--- config.mk ---
export PLATFORM = sky130hd
export DESIGN_NAME = line_edit_buffer
export DESIGN_NICKNAME = d
export VERILOG_FILES = /design/src/design/leb_pkg.sv /design/src/design/leb_ram.sv /design/src/design/leb_ctrl.sv /design/src/design/leb_dp.sv /design/src/design/line_edit_buffer.sv
export VERILOG_INCLUDE_DIRS = /design/src /design/src/design
export SDC_FILE = /design/constraint.sdc
export NUM_CORES = 1
export LEC_CHECK = 0
export BUFFER_PORTS_ARGS = -buffer_cell sky130_fd_sc_hd__buf_2
export CAP_MARGIN = 0
export CORE_MARGIN = 2
export CORE_UTILIZATION = 50
export DETAILED_ROUTE_END_ITERATION = 8
export PLACE_DENSITY = 0.73
export RECOVER_POWER = 50
export SYNTH_ARGS = -nofsm -noshare
export SYNTH_HDL_FRONTEND = slang
export SYNTH_SLANG_ARGS = --single-unit
--- constraint.sdc ---
create_clock -name i_clk -period 7.2 [get_ports i_clk]
set_input_delay 0 -clock i_clk [delete_from_list [all_inputs] [get_ports i_clk]]
set_output_delay 0 -clock i_clk [all_outputs]
set_load 0.05 [all_outputs]
--- src/design/line_edit_buffer_macros.svh ---
// Assertion macros for the line edit buffer datapath.
`ifndef LINE_EDIT_BUFFER_MACROS_SVH
`define LINE_EDIT_BUFFER_MACROS_SVH
`ifndef SYNTH
// Checks a property at every rising clock edge outside reset.
`define LEB_ASSERT(lbl, prop, msg) \
    lbl: assert property (@(posedge i_clk) disable iff (!i_rst_n) (prop)) else $error(msg);
// Checks that a condition holds in the clock cycle after its trigger.
`define LEB_ASSERT_NEXT(lbl, ante, cons, msg) \
    lbl: assert property (@(posedge i_clk) disable iff (!i_rst_n) (ante) |=> (cons)) \
        else $error(msg);
`else
`define LEB_ASSERT(lbl, prop, msg)
`define LEB_ASSERT_NEXT(lbl, ante, cons, msg)
`endif
`endif

--- src/design/leb_pkg.sv ---
// Shared types, constants and helpers for the line edit buffer.
package leb_pkg;

    localparam int BUF_DEPTH  = 64;
    localparam int MAX_LINE   = BUF_DEPTH - 2;
    localparam int ADDR_W     = $clog2(BUF_DEPTH);
    localparam int POS_W      = 6;
    localparam int CHAR_W     = 8;
    localparam int TICK_W     = 16;
    localparam int MAX_SIZE_W = 7;
    localparam int CFG_W      = 16;
    localparam int CFG_IDX_W  = 3;

    typedef logic [POS_W-1:0]      t_pos;
    typedef logic [ADDR_W-1:0]     t_addr;
    typedef logic [CHAR_W-1:0]     t_char;
    typedef logic [TICK_W-1:0]     t_tick;
    typedef logic [MAX_SIZE_W-1:0] t_max_size;
    typedef logic [CFG_IDX_W-1:0]  t_cfg_idx;
    typedef logic [1:0]            t_status;

    // Fixed key codes.
    localparam t_char KEY_BS  = 8'd8;
    localparam t_char KEY_DEL = 8'd127;
    localparam t_char KEY_LF  = 8'd10;
    localparam t_char KEY_CR  = 8'd13;

    // Configuration register indexes.
    localparam t_cfg_idx CFG_MAX_SIZE  = 3'd0;
    localparam t_cfg_idx CFG_TIMEOUT   = 3'd1;
    localparam t_cfg_idx CFG_KEY_LEFT  = 3'd2;
    localparam t_cfg_idx CFG_KEY_RIGHT = 3'd3;
    localparam t_cfg_idx CFG_KEY_BREAK = 3'd4;

    // Result status codes.
    localparam t_status ST_HANDLED = 2'd0;
    localparam t_status ST_CHAR    = 2'd1;
    localparam t_status ST_BREAK   = 2'd2;
    localparam t_status ST_TIMEOUT = 2'd3;

    localparam logic MODE_TICK = 1'b1;

    // What the latched word asks for.
    typedef enum logic [3:0] {
        C_TICK_IGNORE, C_TICK_COUNT, C_TIMEOUT, C_ENTER, C_BREAK,
        C_LEFT, C_RIGHT, C_ERASE, C_INSERT
    } t_cls;

    // Change to cursor, length or tick count for the datapath to apply.
    typedef enum logic [2:0] {
        E_NONE, E_CLEAR, E_LEFT, E_RIGHT, E_ERASE, E_INSERT, E_TICK
    } t_edit;

    // Kind of result loaded into the output register.
    typedef enum logic [2:0] {
        K_HANDLED, K_EMPTY, K_CHAR, K_BREAK, K_TIMEOUT
    } t_kind;

    // Scan pointer operations.
    typedef enum logic [2:0] {
        P_HOLD, P_ZERO, P_CURSOR, P_LAST, P_INC, P_DEC
    } t_pop;

    // Store write address selection.
    typedef enum logic [1:0] {
        W_DOWN, W_UP, W_CURSOR
    } t_wsel;

    typedef struct packed {
        logic  latch;
        t_pop  ptr_op;
        logic  wr_en;
        t_wsel wr_sel;
        t_edit edit;
        logic  out_load;
        t_kind kind;
    } t_cmd;

    typedef struct packed {
        t_cls cls;
        logic cur_zero;
        logic cur_at_end;
        logic ptr_at_cursor;
        logic ptr_last;
        logic len_zero;
        logic has_room;
        logic out_free;
    } t_sts;

    // Number of characters the line may hold for a given buffer size.
    function automatic t_pos capacity(input t_max_size max_size);
        if (32'(max_size) >= BUF_DEPTH) begin
            return t_pos'(MAX_LINE);
        end else if (max_size < t_max_size'(2)) begin
            return '0;
        end else begin
            return t_pos'(max_size - t_max_size'(2));
        end
    endfunction

endpackage

--- src/design/leb_ram.sv ---
// Generic single-write, single-read RAM with registered read data.
module leb_ram #(
    parameter int WIDTH = 8,
    parameter int DEPTH = 64
) (
    input  logic                     i_clk,
    input  logic                     i_we,
    input  logic [$clog2(DEPTH)-1:0] i_waddr,
    input  logic [WIDTH-1:0]         i_wdata,
    input  logic [$clog2(DEPTH)-1:0] i_raddr,
    output logic [WIDTH-1:0]         o_rdata
);

    logic [WIDTH-1:0] r_mem [DEPTH];
    logic [WIDTH-1:0] r_rdata;

    // Read returns the old contents when the same entry is written.
    always_ff @(posedge i_clk) begin
        if (i_we) begin
            r_mem[i_waddr] <= i_wdata;
        end
        r_rdata <= r_mem[i_raddr];
    end

    assign o_rdata = r_rdata;

endmodule

--- src/design/leb_ctrl.sv ---
// Control state machine of the line edit buffer.
module leb_ctrl (
    input  logic          i_clk,
    input  logic          i_rst_n,
    input  logic          i_in_valid,
    output logic          o_in_ready,
    input  leb_pkg::t_sts i_sts,
    output leb_pkg::t_cmd o_cmd
);

    typedef enum logic [2:0] {
        S_IDLE, S_DECODE, S_ERASE, S_INSERT, S_DUMP, S_REPLY
    } t_state;

    t_state         r_state, n_state;
    leb_pkg::t_kind r_kind, n_kind;
    leb_pkg::t_edit r_edit, n_edit;
    leb_pkg::t_cmd  n_cmd;

    always_comb begin
        n_state        = r_state;
        n_kind         = r_kind;
        n_edit         = r_edit;
        n_cmd.latch    = 1'b0;
        n_cmd.ptr_op   = leb_pkg::P_HOLD;
        n_cmd.wr_en    = 1'b0;
        n_cmd.wr_sel   = leb_pkg::W_DOWN;
        n_cmd.edit     = leb_pkg::E_NONE;
        n_cmd.out_load = 1'b0;
        n_cmd.kind     = leb_pkg::K_HANDLED;
        case (r_state)
            S_IDLE: begin
                if (i_in_valid) begin
                    n_cmd.latch = 1'b1;
                    n_state     = S_DECODE;
                end
            end
            S_DECODE: begin
                n_kind  = leb_pkg::K_HANDLED;
                n_edit  = leb_pkg::E_NONE;
                n_state = S_REPLY;
                case (i_sts.cls)
                    leb_pkg::C_TICK_IGNORE: n_state = S_IDLE;
                    leb_pkg::C_TICK_COUNT: begin
                        n_cmd.edit = leb_pkg::E_TICK;
                        n_state    = S_IDLE;
                    end
                    leb_pkg::C_TIMEOUT: begin
                        n_kind = leb_pkg::K_TIMEOUT;
                        n_edit = leb_pkg::E_CLEAR;
                    end
                    leb_pkg::C_BREAK: begin
                        n_kind = leb_pkg::K_BREAK;
                        n_edit = leb_pkg::E_CLEAR;
                    end
                    leb_pkg::C_LEFT:  n_edit = leb_pkg::E_LEFT;
                    leb_pkg::C_RIGHT: n_edit = leb_pkg::E_RIGHT;
                    leb_pkg::C_ERASE: begin
                        if (!i_sts.cur_zero) begin
                            n_edit = leb_pkg::E_ERASE;
                            if (!i_sts.cur_at_end) begin
                                n_cmd.ptr_op = leb_pkg::P_CURSOR;
                                n_state      = S_ERASE;
                            end
                        end
                    end
                    leb_pkg::C_INSERT: begin
                        if (i_sts.has_room) begin
                            n_edit = leb_pkg::E_INSERT;
                            if (!i_sts.cur_at_end) begin
                                n_cmd.ptr_op = leb_pkg::P_LAST;
                                n_state      = S_INSERT;
                            end
                        end
                    end
                    leb_pkg::C_ENTER: begin
                        if (i_sts.len_zero) begin
                            n_kind = leb_pkg::K_EMPTY;
                            n_edit = leb_pkg::E_CLEAR;
                        end else begin
                            n_cmd.ptr_op = leb_pkg::P_ZERO;
                            n_state      = S_DUMP;
                        end
                    end
                    default: n_state = S_IDLE;
                endcase
            end
            S_ERASE: begin
                // Move the tail one place toward the cursor.
                n_cmd.wr_en  = 1'b1;
                n_cmd.wr_sel = leb_pkg::W_DOWN;
                if (i_sts.ptr_last) begin
                    n_state = S_REPLY;
                end else begin
                    n_cmd.ptr_op = leb_pkg::P_INC;
                end
            end
            S_INSERT: begin
                // Move the tail one place away from the cursor, last first.
                n_cmd.wr_en  = 1'b1;
                n_cmd.wr_sel = leb_pkg::W_UP;
                if (i_sts.ptr_at_cursor) begin
                    n_state = S_REPLY;
                end else begin
                    n_cmd.ptr_op = leb_pkg::P_DEC;
                end
            end
            S_DUMP: begin
                if (i_sts.out_free) begin
                    n_cmd.out_load = 1'b1;
                    n_cmd.kind     = leb_pkg::K_CHAR;
                    if (i_sts.ptr_last) begin
                        n_cmd.edit = leb_pkg::E_CLEAR;
                        n_state    = S_IDLE;
                    end else begin
                        n_cmd.ptr_op = leb_pkg::P_INC;
                    end
                end
            end
            S_REPLY: begin
                if (i_sts.out_free) begin
                    n_cmd.out_load = 1'b1;
                    n_cmd.kind     = r_kind;
                    n_cmd.edit     = r_edit;
                    if (r_edit == leb_pkg::E_INSERT) begin
                        n_cmd.wr_en  = 1'b1;
                        n_cmd.wr_sel = leb_pkg::W_CURSOR;
                    end
                    n_state = S_IDLE;
                end
            end
            default: n_state = S_IDLE;
        endcase
    end

    always_ff @(posedge i_clk) begin
        if (!i_rst_n) begin
            r_state <= S_IDLE;
            r_kind  <= leb_pkg::K_HANDLED;
            r_edit  <= leb_pkg::E_NONE;
        end else begin
            r_state <= n_state;
            r_kind  <= n_kind;
            r_edit  <= n_edit;
        end
    end

    assign o_in_ready = (r_state == S_IDLE);
    assign o_cmd      = n_cmd;

endmodule

--- src/design/leb_dp.sv ---
// Datapath of the line edit buffer: settings, line state, store and result register.
`include "line_edit_buffer_macros.svh"
module leb_dp (
    input  logic                     i_clk,
    input  logic                     i_rst_n,
    input  logic                     i_mode,
    input  leb_pkg::t_char           i_key,
    input  logic                     i_cfg_we,
    input  leb_pkg::t_cfg_idx        i_cfg_index,
    input  logic [leb_pkg::CFG_W-1:0] i_cfg_data,
    input  leb_pkg::t_cmd            i_cmd,
    output leb_pkg::t_sts            o_sts,
    input  logic                     i_out_ready,
    output logic                     o_out_valid,
    output leb_pkg::t_status         o_status,
    output leb_pkg::t_char           o_char_out,
    output leb_pkg::t_pos            o_cursor_pos,
    output leb_pkg::t_pos            o_line_length,
    output logic                     o_last
);

    leb_pkg::t_max_size r_max_size;
    leb_pkg::t_tick     r_timeout;
    leb_pkg::t_char     r_key_left, r_key_right, r_key_break;

    logic               r_mode;
    leb_pkg::t_char     r_key;

    leb_pkg::t_pos      r_cursor, n_cursor;
    leb_pkg::t_pos      r_len, n_len;
    leb_pkg::t_tick     r_tick, n_tick, tick_inc;
    leb_pkg::t_pos      r_ptr, n_ptr;
    leb_pkg::t_pos      len_m1;

    leb_pkg::t_addr     ram_waddr;
    leb_pkg::t_char     ram_wdata, ram_rdata;

    logic               r_out_valid;
    leb_pkg::t_status   r_status, n_status;
    leb_pkg::t_char     r_char, n_char;
    leb_pkg::t_pos      r_out_cursor, n_out_cursor;
    leb_pkg::t_pos      r_out_len, n_out_len;
    logic               r_last, n_last;
    logic               out_free;
    leb_pkg::t_cls      cls;

    // Settings.
    always_ff @(posedge i_clk) begin
        if (!i_rst_n) begin
            r_max_size  <= leb_pkg::t_max_size'(64);
            r_timeout   <= '0;
            r_key_left  <= leb_pkg::t_char'(28);
            r_key_right <= leb_pkg::t_char'(29);
            r_key_break <= leb_pkg::t_char'(3);
        end else if (i_cfg_we) begin
            case (i_cfg_index)
                leb_pkg::CFG_MAX_SIZE:  r_max_size  <= i_cfg_data[leb_pkg::MAX_SIZE_W-1:0];
                leb_pkg::CFG_TIMEOUT:   r_timeout   <= i_cfg_data[leb_pkg::TICK_W-1:0];
                leb_pkg::CFG_KEY_LEFT:  r_key_left  <= i_cfg_data[leb_pkg::CHAR_W-1:0];
                leb_pkg::CFG_KEY_RIGHT: r_key_right <= i_cfg_data[leb_pkg::CHAR_W-1:0];
                leb_pkg::CFG_KEY_BREAK: r_key_break <= i_cfg_data[leb_pkg::CHAR_W-1:0];
                default: ;
            endcase
        end
    end

    // Word latched at accept.
    always_ff @(posedge i_clk) begin
        if (i_cmd.latch) begin
            r_mode <= i_mode;
            r_key  <= i_key;
        end
    end

    assign tick_inc = (r_tick == '1) ? r_tick : r_tick + leb_pkg::t_tick'(1);
    assign len_m1   = r_len - leb_pkg::t_pos'(1);

    // Classification in priority order.
    always_comb begin
        if (r_mode == leb_pkg::MODE_TICK) begin
            if (r_timeout == '0) begin
                cls = leb_pkg::C_TICK_IGNORE;
            end else if (tick_inc >= r_timeout) begin
                cls = leb_pkg::C_TIMEOUT;
            end else begin
                cls = leb_pkg::C_TICK_COUNT;
            end
        end else if (r_key == leb_pkg::KEY_LF || r_key == leb_pkg::KEY_CR) begin
            cls = leb_pkg::C_ENTER;
        end else if (r_key == r_key_break) begin
            cls = leb_pkg::C_BREAK;
        end else if (r_key == r_key_left) begin
            cls = leb_pkg::C_LEFT;
        end else if (r_key == r_key_right) begin
            cls = leb_pkg::C_RIGHT;
        end else if (r_key == leb_pkg::KEY_BS || r_key == leb_pkg::KEY_DEL) begin
            cls = leb_pkg::C_ERASE;
        end else begin
            cls = leb_pkg::C_INSERT;
        end
    end

    // Cursor, length and tick count updates.
    always_comb begin
        n_cursor = r_cursor;
        n_len    = r_len;
        n_tick   = r_tick;
        case (i_cmd.edit)
            leb_pkg::E_CLEAR: begin
                n_cursor = '0;
                n_len    = '0;
                n_tick   = '0;
            end
            leb_pkg::E_LEFT: begin
                if (r_cursor != '0) n_cursor = r_cursor - leb_pkg::t_pos'(1);
            end
            leb_pkg::E_RIGHT: begin
                if (r_cursor < r_len) n_cursor = r_cursor + leb_pkg::t_pos'(1);
            end
            leb_pkg::E_ERASE: begin
                n_cursor = r_cursor - leb_pkg::t_pos'(1);
                n_len    = len_m1;
            end
            leb_pkg::E_INSERT: begin
                n_cursor = r_cursor + leb_pkg::t_pos'(1);
                n_len    = r_len + leb_pkg::t_pos'(1);
            end
            leb_pkg::E_TICK: n_tick = tick_inc;
            default: ;
        endcase
    end

    always_comb begin
        case (i_cmd.ptr_op)
            leb_pkg::P_ZERO:   n_ptr = '0;
            leb_pkg::P_CURSOR: n_ptr = r_cursor;
            leb_pkg::P_LAST:   n_ptr = len_m1;
            leb_pkg::P_INC:    n_ptr = r_ptr + leb_pkg::t_pos'(1);
            leb_pkg::P_DEC:    n_ptr = r_ptr - leb_pkg::t_pos'(1);
            default:           n_ptr = r_ptr;
        endcase
    end

    always_ff @(posedge i_clk) begin
        if (!i_rst_n) begin
            r_cursor <= '0;
            r_len    <= '0;
            r_tick   <= '0;
            r_ptr    <= '0;
        end else begin
            r_cursor <= n_cursor;
            r_len    <= n_len;
            r_tick   <= n_tick;
            r_ptr    <= n_ptr;
        end
    end

    // The store is read at the next pointer, so its data always matches r_ptr.
    always_comb begin
        case (i_cmd.wr_sel)
            leb_pkg::W_DOWN: ram_waddr = leb_pkg::t_addr'(r_ptr - leb_pkg::t_pos'(1));
            leb_pkg::W_UP:   ram_waddr = leb_pkg::t_addr'(r_ptr + leb_pkg::t_pos'(1));
            default:         ram_waddr = leb_pkg::t_addr'(r_cursor);
        endcase
        ram_wdata = (i_cmd.wr_sel == leb_pkg::W_CURSOR) ? r_key : ram_rdata;
    end

    leb_ram #(
        .WIDTH (leb_pkg::CHAR_W),
        .DEPTH (leb_pkg::BUF_DEPTH)
    ) u_store (
        .i_clk   (i_clk),
        .i_we    (i_cmd.wr_en),
        .i_waddr (ram_waddr),
        .i_wdata (ram_wdata),
        .i_raddr (leb_pkg::t_addr'(n_ptr)),
        .o_rdata (ram_rdata)
    );

    // Result register.
    assign out_free = !r_out_valid || i_out_ready;

    always_comb begin
        n_char       = '0;
        n_out_cursor = n_cursor;
        n_out_len    = n_len;
        n_last       = 1'b1;
        case (i_cmd.kind)
            leb_pkg::K_EMPTY:   n_status = leb_pkg::ST_CHAR;
            leb_pkg::K_CHAR: begin
                n_status     = leb_pkg::ST_CHAR;
                n_char       = ram_rdata;
                n_out_cursor = '0;
                n_out_len    = '0;
                n_last       = (r_ptr == len_m1);
            end
            leb_pkg::K_BREAK:   n_status = leb_pkg::ST_BREAK;
            leb_pkg::K_TIMEOUT: n_status = leb_pkg::ST_TIMEOUT;
            default:            n_status = leb_pkg::ST_HANDLED;
        endcase
    end

    always_ff @(posedge i_clk) begin
        if (!i_rst_n) begin
            r_out_valid <= 1'b0;
        end else if (i_cmd.out_load) begin
            r_out_valid <= 1'b1;
        end else if (i_out_ready) begin
            r_out_valid <= 1'b0;
        end
    end

    always_ff @(posedge i_clk) begin
        if (i_cmd.out_load) begin
            r_status     <= n_status;
            r_char       <= n_char;
            r_out_cursor <= n_out_cursor;
            r_out_len    <= n_out_len;
            r_last       <= n_last;
        end
    end

    assign o_sts.cls           = cls;
    assign o_sts.cur_zero      = (r_cursor == '0);
    assign o_sts.cur_at_end    = (r_cursor == r_len);
    assign o_sts.ptr_at_cursor = (r_ptr == r_cursor);
    assign o_sts.ptr_last      = (r_ptr == len_m1);
    assign o_sts.len_zero      = (r_len == '0);
    assign o_sts.has_room      = (r_len < leb_pkg::capacity(r_max_size));
    assign o_sts.out_free      = out_free;

    assign o_out_valid   = r_out_valid;
    assign o_status      = r_status;
    assign o_char_out    = r_char;
    assign o_cursor_pos  = r_out_cursor;
    assign o_line_length = r_out_len;
    assign o_last        = r_last;

    `LEB_ASSERT(a_len_bound, r_len <= leb_pkg::t_pos'(leb_pkg::MAX_LINE), "line longer than store")
    `LEB_ASSERT(a_cursor_in_line, r_cursor <= r_len, "cursor beyond line end")
    `LEB_ASSERT(a_load_when_free, i_cmd.out_load |-> (!r_out_valid || i_out_ready), "result overwritten")
    `LEB_ASSERT(a_shift_up_in_line, (i_cmd.wr_en && i_cmd.wr_sel == leb_pkg::W_UP) |-> (r_ptr < r_len), "shift past line end")
    `LEB_ASSERT(a_shift_down_in_line, (i_cmd.wr_en && i_cmd.wr_sel == leb_pkg::W_DOWN) |-> (r_ptr != '0 && r_ptr < r_len), "shift below start")
    `LEB_ASSERT_NEXT(a_clear_all, i_cmd.edit == leb_pkg::E_CLEAR, r_len == '0 && r_cursor == '0 && r_tick == '0, "session end left state")

endmodule

--- src/design/line_edit_buffer.sv ---
// Top level of the line edit buffer: controller, datapath and ports.
//
// The block edits one text line from a stream of input words. Each input word is either
// a keystroke (i_mode low, code on i_key) or a timer tick (i_mode high). Both the input and
// the output channel use a valid/ready handshake; a word moves when valid and ready are high.
// Settings are written through i_cfg_we, i_cfg_index and i_cfg_data; the user must do so
// only while the block is idle, which the block does not enforce. Every keystroke gives one
// output word with status 0, 2 (break) or a run of status 1 words carrying the line on enter
// or return, the final one with o_last set. A tick gives either no word or a single timeout
// word with status 3. An input word is taken in the idle state and decoded in the next
// cycle. Insertion and deletion then move the tail of the line, the characters after the
// cursor, through the store one entry per cycle. A result other than the line then waits
// in the reply step until the result register is free; the line is sent one character at
// a time as that register frees. A tick with no result goes back to idle after decoding.
// The output register parts the two sides: the block takes the next word while a result
// waits. When the receiver stalls, the block holds in its reply or line-sending step until
// the result register is free; nothing is lost or repeated.
// Reset (synchronous, active low) empties the line, clears the cursor and tick count, and
// loads the default settings. The character store itself needs no clearing, since only
// positions inside the current line are ever read.
module line_edit_buffer (
    input  logic                       i_clk,
    input  logic                       i_rst_n,
    input  logic                       i_in_valid,
    output logic                       o_in_ready,
    input  logic                       i_mode,
    input  logic [7:0]                 i_key,
    input  logic                       i_cfg_we,
    input  logic [leb_pkg::CFG_IDX_W-1:0] i_cfg_index,
    input  logic [leb_pkg::CFG_W-1:0]  i_cfg_data,
    output logic                       o_out_valid,
    input  logic                       i_out_ready,
    output logic [1:0]                 o_status,
    output logic [7:0]                 o_char_out,
    output logic [5:0]                 o_cursor_pos,
    output logic [5:0]                 o_line_length,
    output logic                       o_last
);

    // Commands from the controller and status back from the datapath.
    leb_pkg::t_cmd w_cmd;
    leb_pkg::t_sts w_sts;

    leb_ctrl u_ctrl (
        .i_clk      (i_clk),
        .i_rst_n    (i_rst_n),
        .i_in_valid (i_in_valid),
        .o_in_ready (o_in_ready),
        .i_sts      (w_sts),
        .o_cmd      (w_cmd)
    );

    // The datapath holds the settings, the line state, the store and the result register.
    leb_dp u_dp (
        .i_clk         (i_clk),
        .i_rst_n       (i_rst_n),
        .i_mode        (i_mode),
        .i_key         (i_key),
        .i_cfg_we      (i_cfg_we),
        .i_cfg_index   (i_cfg_index),
        .i_cfg_data    (i_cfg_data),
        .i_cmd         (w_cmd),
        .o_sts         (w_sts),
        .i_out_ready   (i_out_ready),
        .o_out_valid   (o_out_valid),
        .o_status      (o_status),
        .o_char_out    (o_char_out),
        .o_cursor_pos  (o_cursor_pos),
        .o_line_length (o_line_length),
        .o_last        (o_last)
    );

endmodule

# [Word-level counts from Yosys, hierarchy flattened]
# Memories as Yosys holds them, arrays and structs flattened. A register that Yosys moved wholly into a read port is not among the register bits.
# Cells that the tools add are included.
# W data, S select, Z words.
[word_totals] ram_bits=512 output_inout_bits=25 wordCells=170 mem_count=1 reg_bits=123 in_bits=33
[op_classes] n_reduce_logical=22 n_mux=62 eq_ne=52 addsub=8 order_cmp=5
[memory_table] name="u_dp.u_store.r_mem" words=64 width=8 read_ports=1 rd_ports_with_merged_regs=1 write_ports=1 line="leb_ram.sv:14" rtl="logic [WIDTH-1:0] r_mem [DEPTH];"
[ops] cell="$pmux W6 S5" count=2
[ops] cell="$mux W3" count=19
[ops] cell="$pmux W3 S3" count=4
[ops] cell="$pmux W3 S6" count=2
[ops] cell="$pmux W16 S2" count=1
[ops] cell="$eq A3 B2 Y1 const B" count=10
[ops] cell="$eq A3 B3 Y1 const B" count=10
[ops] cell="$mux W4" count=7
[ops] cell="$eq A8 B4 Y1 const B" count=3
[ops] cell="$eq A8 B8 Y1" count=3
[ops] cell="$mux W6" count=4
[ops] cell="$pmux W3 S4" count=2
[ops] cell="$add A6 B1 Y6 const B" count=3
[ops] cell="$eq A6 B6 Y1" count=3
[ops] cell="$pmux W6 S3" count=1
[ops] cell="$sub A6 B1 Y6 const B" count=3
[ops] cell="$add A16 B1 Y16 const B" count=1
[ops] cell="$eq A16 B16 Y1 const B" count=1
[ops] cell="$eq A4 B3 Y1 const B" count=4
[ops] cell="$ge A16 B16 Y1" count=1
[ops] cell="$logic_not A16 Y1" count=1
[ops] cell="$mux W16" count=1
[ops] cell="$eq A3 B1 Y1 const B" count=5
[ops] cell="$logic_not A6 Y1" count=2
[ops] cell="other kinds (30)" count=56

# [Longest topological paths before layout]
[depth] word_depth=13 ltp_mapped=22 depth_no_buf=19

# [By module]
# A second synthesis with hierarchy kept.
[unflattened] cells_unflattened=1910 area_unflattened_um2=27961.8
[by_module_without_submodules] module="leb_ram" seq_area_each_um2=15534.9 area_each_um2=20094.3 cells_per_inst=931 instances=1
[by_module_without_submodules] module="leb_dp" seq_area_each_um2=2602.5 area_each_um2=7084.3 cells_per_inst=874 instances=1
[by_module_without_submodules] module="leb_ctrl" seq_area_each_um2=180.2 area_each_um2=783.3 cells_per_inst=105 instances=1

# [Worst setup path after synthesis]
# No wires, ideal clock.
[synth_path] kind="register to register" from="register u_dp.r_out_valid (netlist: u_dp.o_out_valid)" to="memory u_dp.u_store.r_mem[0][2] (data pin)" arrival_time_ps=5045 slack_ps=1453 required_time_ps=6498 setup_time_ps=702 path_buffers=4 path_stages_with_launch=10 period_less_slack_ps=5747 path_cell_list="dfxtp_1 nand2b_1 nor2b_1 clkbuf_1 and2_1 clkbuf_1 nand3_1 clkbuf_1 clkbuf_1 o21ai_0"
[synth_between] elab_chain_len=6
[synth_rtl] item="start: declaration" line="leb_dp.sv:38" rtl="logic r_out_valid;"
[synth_rtl] item="start signal: assignment" line="leb_dp.sv:205" rtl="r_out_valid <= 1'b0;"
[synth_rtl] item="start signal: assignment" line="leb_dp.sv:207" rtl="r_out_valid <= 1'b1;"
[synth_rtl] item="start signal: assignment" line="leb_dp.sv:209" rtl="r_out_valid <= 1'b0;"
[synth_rtl] item="$logic_not A1 Y1" line="leb_dp.sv:181" rtl="assign out_free = !r_out_valid || i_out_ready;"
[synth_rtl] item="$logic_or A1 B1 Y1" line="leb_dp.sv:181"
[synth_rtl] item="$mux W10" line="leb_ctrl.sv:121" rtl="if (i_sts.out_free) begin"
[synth_rtl] item="$pmux W3 S3" line="leb_ctrl.sv:31" rtl="case (r_state)"
[synth_rtl] item="$eq A2 B2 Y1" line="leb_dp.sv:165" rtl="ram_wdata = (i_cmd.wr_sel == leb_pkg::W_CURSOR) ? r_key : ram_rdata;"
[synth_rtl] item="$mux W8" line="leb_dp.sv:165"
[synth_rtl] item="net u_dp.ram_wdata[2]" line="leb_dp.sv:36" rtl="leb_pkg::t_char ram_wdata, ram_rdata;"
[synth_rtl] item="end: declaration" line="leb_ram.sv:14"
# The timed path passes the listed nets, and every way through them passes these cells.

# [Final worst setup path]
[layout_path] from="register u_dp.r_max_size[1]" to="register u_dp.u_store.r_rdata[3] (netlist: u_dp.u_store.o_rdata[3]) (read register of u_dp.u_store.r_mem)"
[layout_between] elab_chain_len=9 word_cells_on_any_way=15 cone_classes="add/sub: 1; order compare: 3; eq/ne: 5; mux: 6"
[layout_rtl] item="start: declaration" line="leb_dp.sv:22" rtl="leb_pkg::t_max_size r_max_size;"
[layout_rtl] item="start signal: assignment" line="leb_dp.sv:50" rtl="r_max_size <= leb_pkg::t_max_size'(64);"
[layout_rtl] item="start signal: assignment" line="leb_dp.sv:57" rtl="leb_pkg::CFG_MAX_SIZE: r_max_size <= i_cfg_data[leb_pkg::MAX_SIZE_W-1:0];"
[layout_rtl] item="$sub A6 B2 Y6 / $lt A7 B2 Y1 (equally long branches)" line="leb_pkg.sv:97, leb_pkg.sv:94"
[layout_rtl] item="$mux W6" line="leb_pkg.sv:94" rtl="end else if (max_size < t_max_size'(2)) begin"
[layout_rtl] item="$mux W6 (*)" line="leb_pkg.sv:92" rtl="if (32'(max_size) >= BUF_DEPTH) begin"
[layout_rtl] item="$lt A6 B6 Y1 (*)" line="leb_dp.sv:229" rtl="assign o_sts.has_room = (r_len < leb_pkg::capacity(r_max_size));"
[layout_rtl] item="$mux W3 (*)" line="leb_ctrl.sv:68" rtl="if (i_sts.has_room) begin"
[layout_rtl] item="$pmux W3 S3 (*)" line="leb_ctrl.sv:42" rtl="case (i_sts.cls)"
[layout_rtl] item="$pmux W3 S4 (*)" line="leb_ctrl.sv:31"
[layout_rtl] item="$eq A3 B3 Y1 (tied with other cells)" line="leb_dp.sv:134" rtl="case (i_cmd.ptr_op)"
[layout_rtl] item="$pmux W6 S5 (*)" line="leb_dp.sv:134"
[layout_rtl] item="end: declaration" line="leb_ram.sv:15" rtl="logic [WIDTH-1:0] r_rdata;"
# Every way passes the cells marked *; elsewhere a longest branch is shown, timed or not.
# A chain may end at the register's enable or synchronous reset.

==> summary.md <==
| Metric | Value |
|---|---|
| Status | finished, violations left |
| Violated checks | capacitance limit, slew limit |
| Die area | 58710 sq um |
| # setup viols final | 0 |
| Mapped Nets | 2314 |
| Synthesized area | 28390 sq um |
| Largest family of logic cells by synthesized area | simple AND/OR/NAND/NOR gates |
| CTS tree | yes |
| PortBufs | 57 |
| Area of the multi-input gates | 9387 sq um |
| Unique masters post-synth | 86 |
| RSZ-0062 raised after global routing | false |
| Worst Path Max Fanout | 75 |
| Vias in the first global route | 18528 |
| WL final | 69530 um |
| Row count | 87 |
| Post_cts resized | 0 |
| Worst setup EP type | flop |
| Largest net degree at the start of global routing | 76 |
| Layout cells sized above 1 | 7.941% |
| Post-synthesis register bit count | 643 |
| Post-synth top area share | 57.54% |
| GRT overflow | 0 |
| Critical Path RT | 7.72 ns |
| XOR/XNOR share of the synthesized area | 2.133% |
| WHS | 0.1056 ns |
| Synth Area in Adders | 1.631% |
| 1st-pass router iterations | 7 |
| # H-tree levels | 3 |
| Root Driver | clkbuf_16 |
| Most frequent cell after synthesis | edfxtp_1 |
| Post-synth EDFFs | 544 |
| Seq/Total Area, Yosys | 64.52% |
| P&R area growth vs syn | 12.60% |
| Clock period minus worst slack | 6.187 ns |
| Slew Viols, Final | 569 |
| Primary FF master, synth | edfxtp_1 |
| Final Hold Vio Count | 0 |
| CTS Buffer Depth | 3 |
| Area contributors post-synth | edfxtp_1, mux2i_1, dfxtp_1 |
| Post-Synthesis Cells | 2244 |
| Period utilisation layout | 85.93% |
| ANT nets after route | 0 |
| CP Launch Type | flop |
| Starting Density | 50.45% |
| DP HPWL | 44260 um |
| Crit path kind | reg2reg |
| Mean Syn Cell Area | 12.65 sq um |
| CTS Sinks | 643 |
| Pwr dens | 311.8 nW/um^2 |
| FF+latch area | 18320 sq um |
| First-pass GRT wire length | 106800 um |
| Max cap viols | 9 |
| Filler cell count | 4459 |
| Initial DRC Count | 1650 |
| Final #Nets | 2395 |
| Mux cell area share after synthesis | 8.911% |
| Total Routing Usage GR | 23.43% |
| Core ar. | 56280 sq um |
| Post-synthesis simple-gate area fraction | 12.16% |
| Max-slew headroom | -127.7% |
| Most area-hungry cell type in the Yosys netlist | edfxtp_1 |
| Routed vias/inst | 5.985 |
| Complex-gate fraction of the synthesized area | 8.078% |
| Warnings from Yosys | 0 |
| Peak supply drop | 0.2131 mV |
| Setup slack after layout | 1.013 ns |
| Setup Skew | 0.04614 ns |
| Setup TNS | 0 ns |
| DRC | 0 |
| Hold crit path type | in2reg |
| Top post-synthesis cells by count | edfxtp_1, nand2_1, mux2i_1 |
| Vias | 18768 |
| Fraction of registers with async set/reset | 0% |
| Clk slew on worst S/H paths | 0.06 ns |
| Die Wd | 242.3 um |
| DP Area | 29300 sq um |
| Worst Max-Slew Pin Slew | 3.415 ns |
| GPL Wtd Cong | 0.9155 |
| Antenna violations before repair | 1 |
| Drt wl/cell | 22.17 um |
| Fmax | 161.6 MHz |
| I/O pin total | 58 |
| Die H | 242.3 um |
| Clk_lat worst skew | 0.63 ns |
| Post-placement setup slack | 1.077 ns |
| Num CTS Buffers | 69 |
| Critical path arrival | 6.70 ns |
| LEAKAGE | 10.61 nW |
| ANT cells | 0 |
| Post-route cell area | 31970 sq um |
==> routing by layer <==
| layer | wire (um) | global-route usage (%) |
|---|---|---|
| met5 | 10 | 0 |
| met4 | 2894 | 9.641 |
| met3 | 5785 | 4.487 |
| met2 | 33210 | 38.96 |
| met1 | 27630 | 30.25 |
==> sequential cells by signal (all words and copies together), names as in the netlist, 7 cells and up <==
name                  count
u_dp.u_store.r_mem      512
u_dp.r_tick              16
u_dp.r_timeout           16
u_dp.o_char_out           8
u_dp.r_key                8
u_dp.r_key_break          8
u_dp.r_key_left           8
u_dp.r_key_right          8
u_dp.u_store.o_rdata      8
u_dp.r_max_size           7
==> worst max-delay path, stage by stage, from the launching register on <==
cell and delay (ns):
dfxtp_1 0.32, inv_1 0.09, ha_1 0.20, or4b_2 0.67
a21oi_1 0.16, ha_1 0.25, a2111o_1 0.41, o22ai_1 0.23
nand2_1 0.20, nor4_4 0.59, a221oi_4 0.21, nand2_8 0.61
buf_12 0.44, mux2i_1 0.25, mux2i_1 0.09, a32oi_1 0.50
nand4_1 0.38, or3_1 0.41
==> power by group <==
part / total (mW) / internal (mW) / leakage [nW] / switching [mW]
sequential: 4.70 / 4.61 / 5.73 / 0.0985
clock: 3.53 / 2.07 / 1.11 / 1.46
combinational: 1.73 / 0.458 / 3.77 / 1.27
total: 9.97 / 7.13 / 10.6 / 2.83
==> layout make-up <==
type                       instances  share of cell area [%]
tap                              756                   2.959
inverter                          41                  0.4814
clock buffer                      83                   5.788
clock inverter                    43                   1.358
timing repair buffer             128                   2.755
sequential                       643                   57.30
multi-input combinational       1442                   29.36
==> path summary, 6_finish.rpt <==
| kind | startpoint | endpoint | slack, ns | depth (start not counted) |
|---|---|---|---|---|
| setup / recovery | u_dp.r_max_size[1] | u_dp.u_store.o_rdata[3] | 1.01 | 17 |
| hold / removal | i_mode | u_dp.r_mode | 0.11 | 2 |
| setup reg to reg | u_dp.r_max_size[1] | u_dp.u_store.o_rdata[3] | 1.01 | 17 |
| hold reg to reg | u_dp.r_key_break[3] | u_dp.r_key_break[3] | 0.47 | 2 |
==> stage by stage <==
step,std cells,util (%),power [mW]
4_1_cts,3136,56.96,9.952
6_report,3136,56.81,9.967
3_3_place_gp,2963,52.07,6.381
5_1_grt,3136,56.81,10.28
2_1_floorplan,2244,-,5.796
3_5_place_dp,2963,52.07,6.436
==> cells in the final DEF (no fill, tap or decap), types with 21 or more instances in the layout <==
cell type      instances
a21oi_1               84
a22oi_1               28
buf_2                 26
clkbuf_1              49
clkbuf_16             70
dfxtp_1               99
dlygate4sd3_1         47
edfxtp_1             544
ha_1                  37
inv_1                 41
mux2i_1              246
nand2_1              296
nand3_1               69
nand3b_1              21
nand4_1               28
nor2_1               193
o21ai_0               50
o22ai_1               55
xnor2_1               32
xor2_1                32
==> repair_timing <==
| item | 4_1_cts | 5_1_grt |
|---|---|---|
| setup buffers | 0 | 0 |
| endpoints found under the hold margin | 61 | 0 |
| hold buffers | 47 | 0 |
| endpoints found under the setup margin | 0 | 0 |
==> logic make-up after synthesis <==
logic type | Yosys count
AOI/OAI and AO/OA | 341
xor gates and xnor gates | 66
adders and majority gates | 37
buffers and inverters | 159
DFF | 643
muxes | 252
and+or+nand+nor | 746
Power figures use the tool's default switching activity.
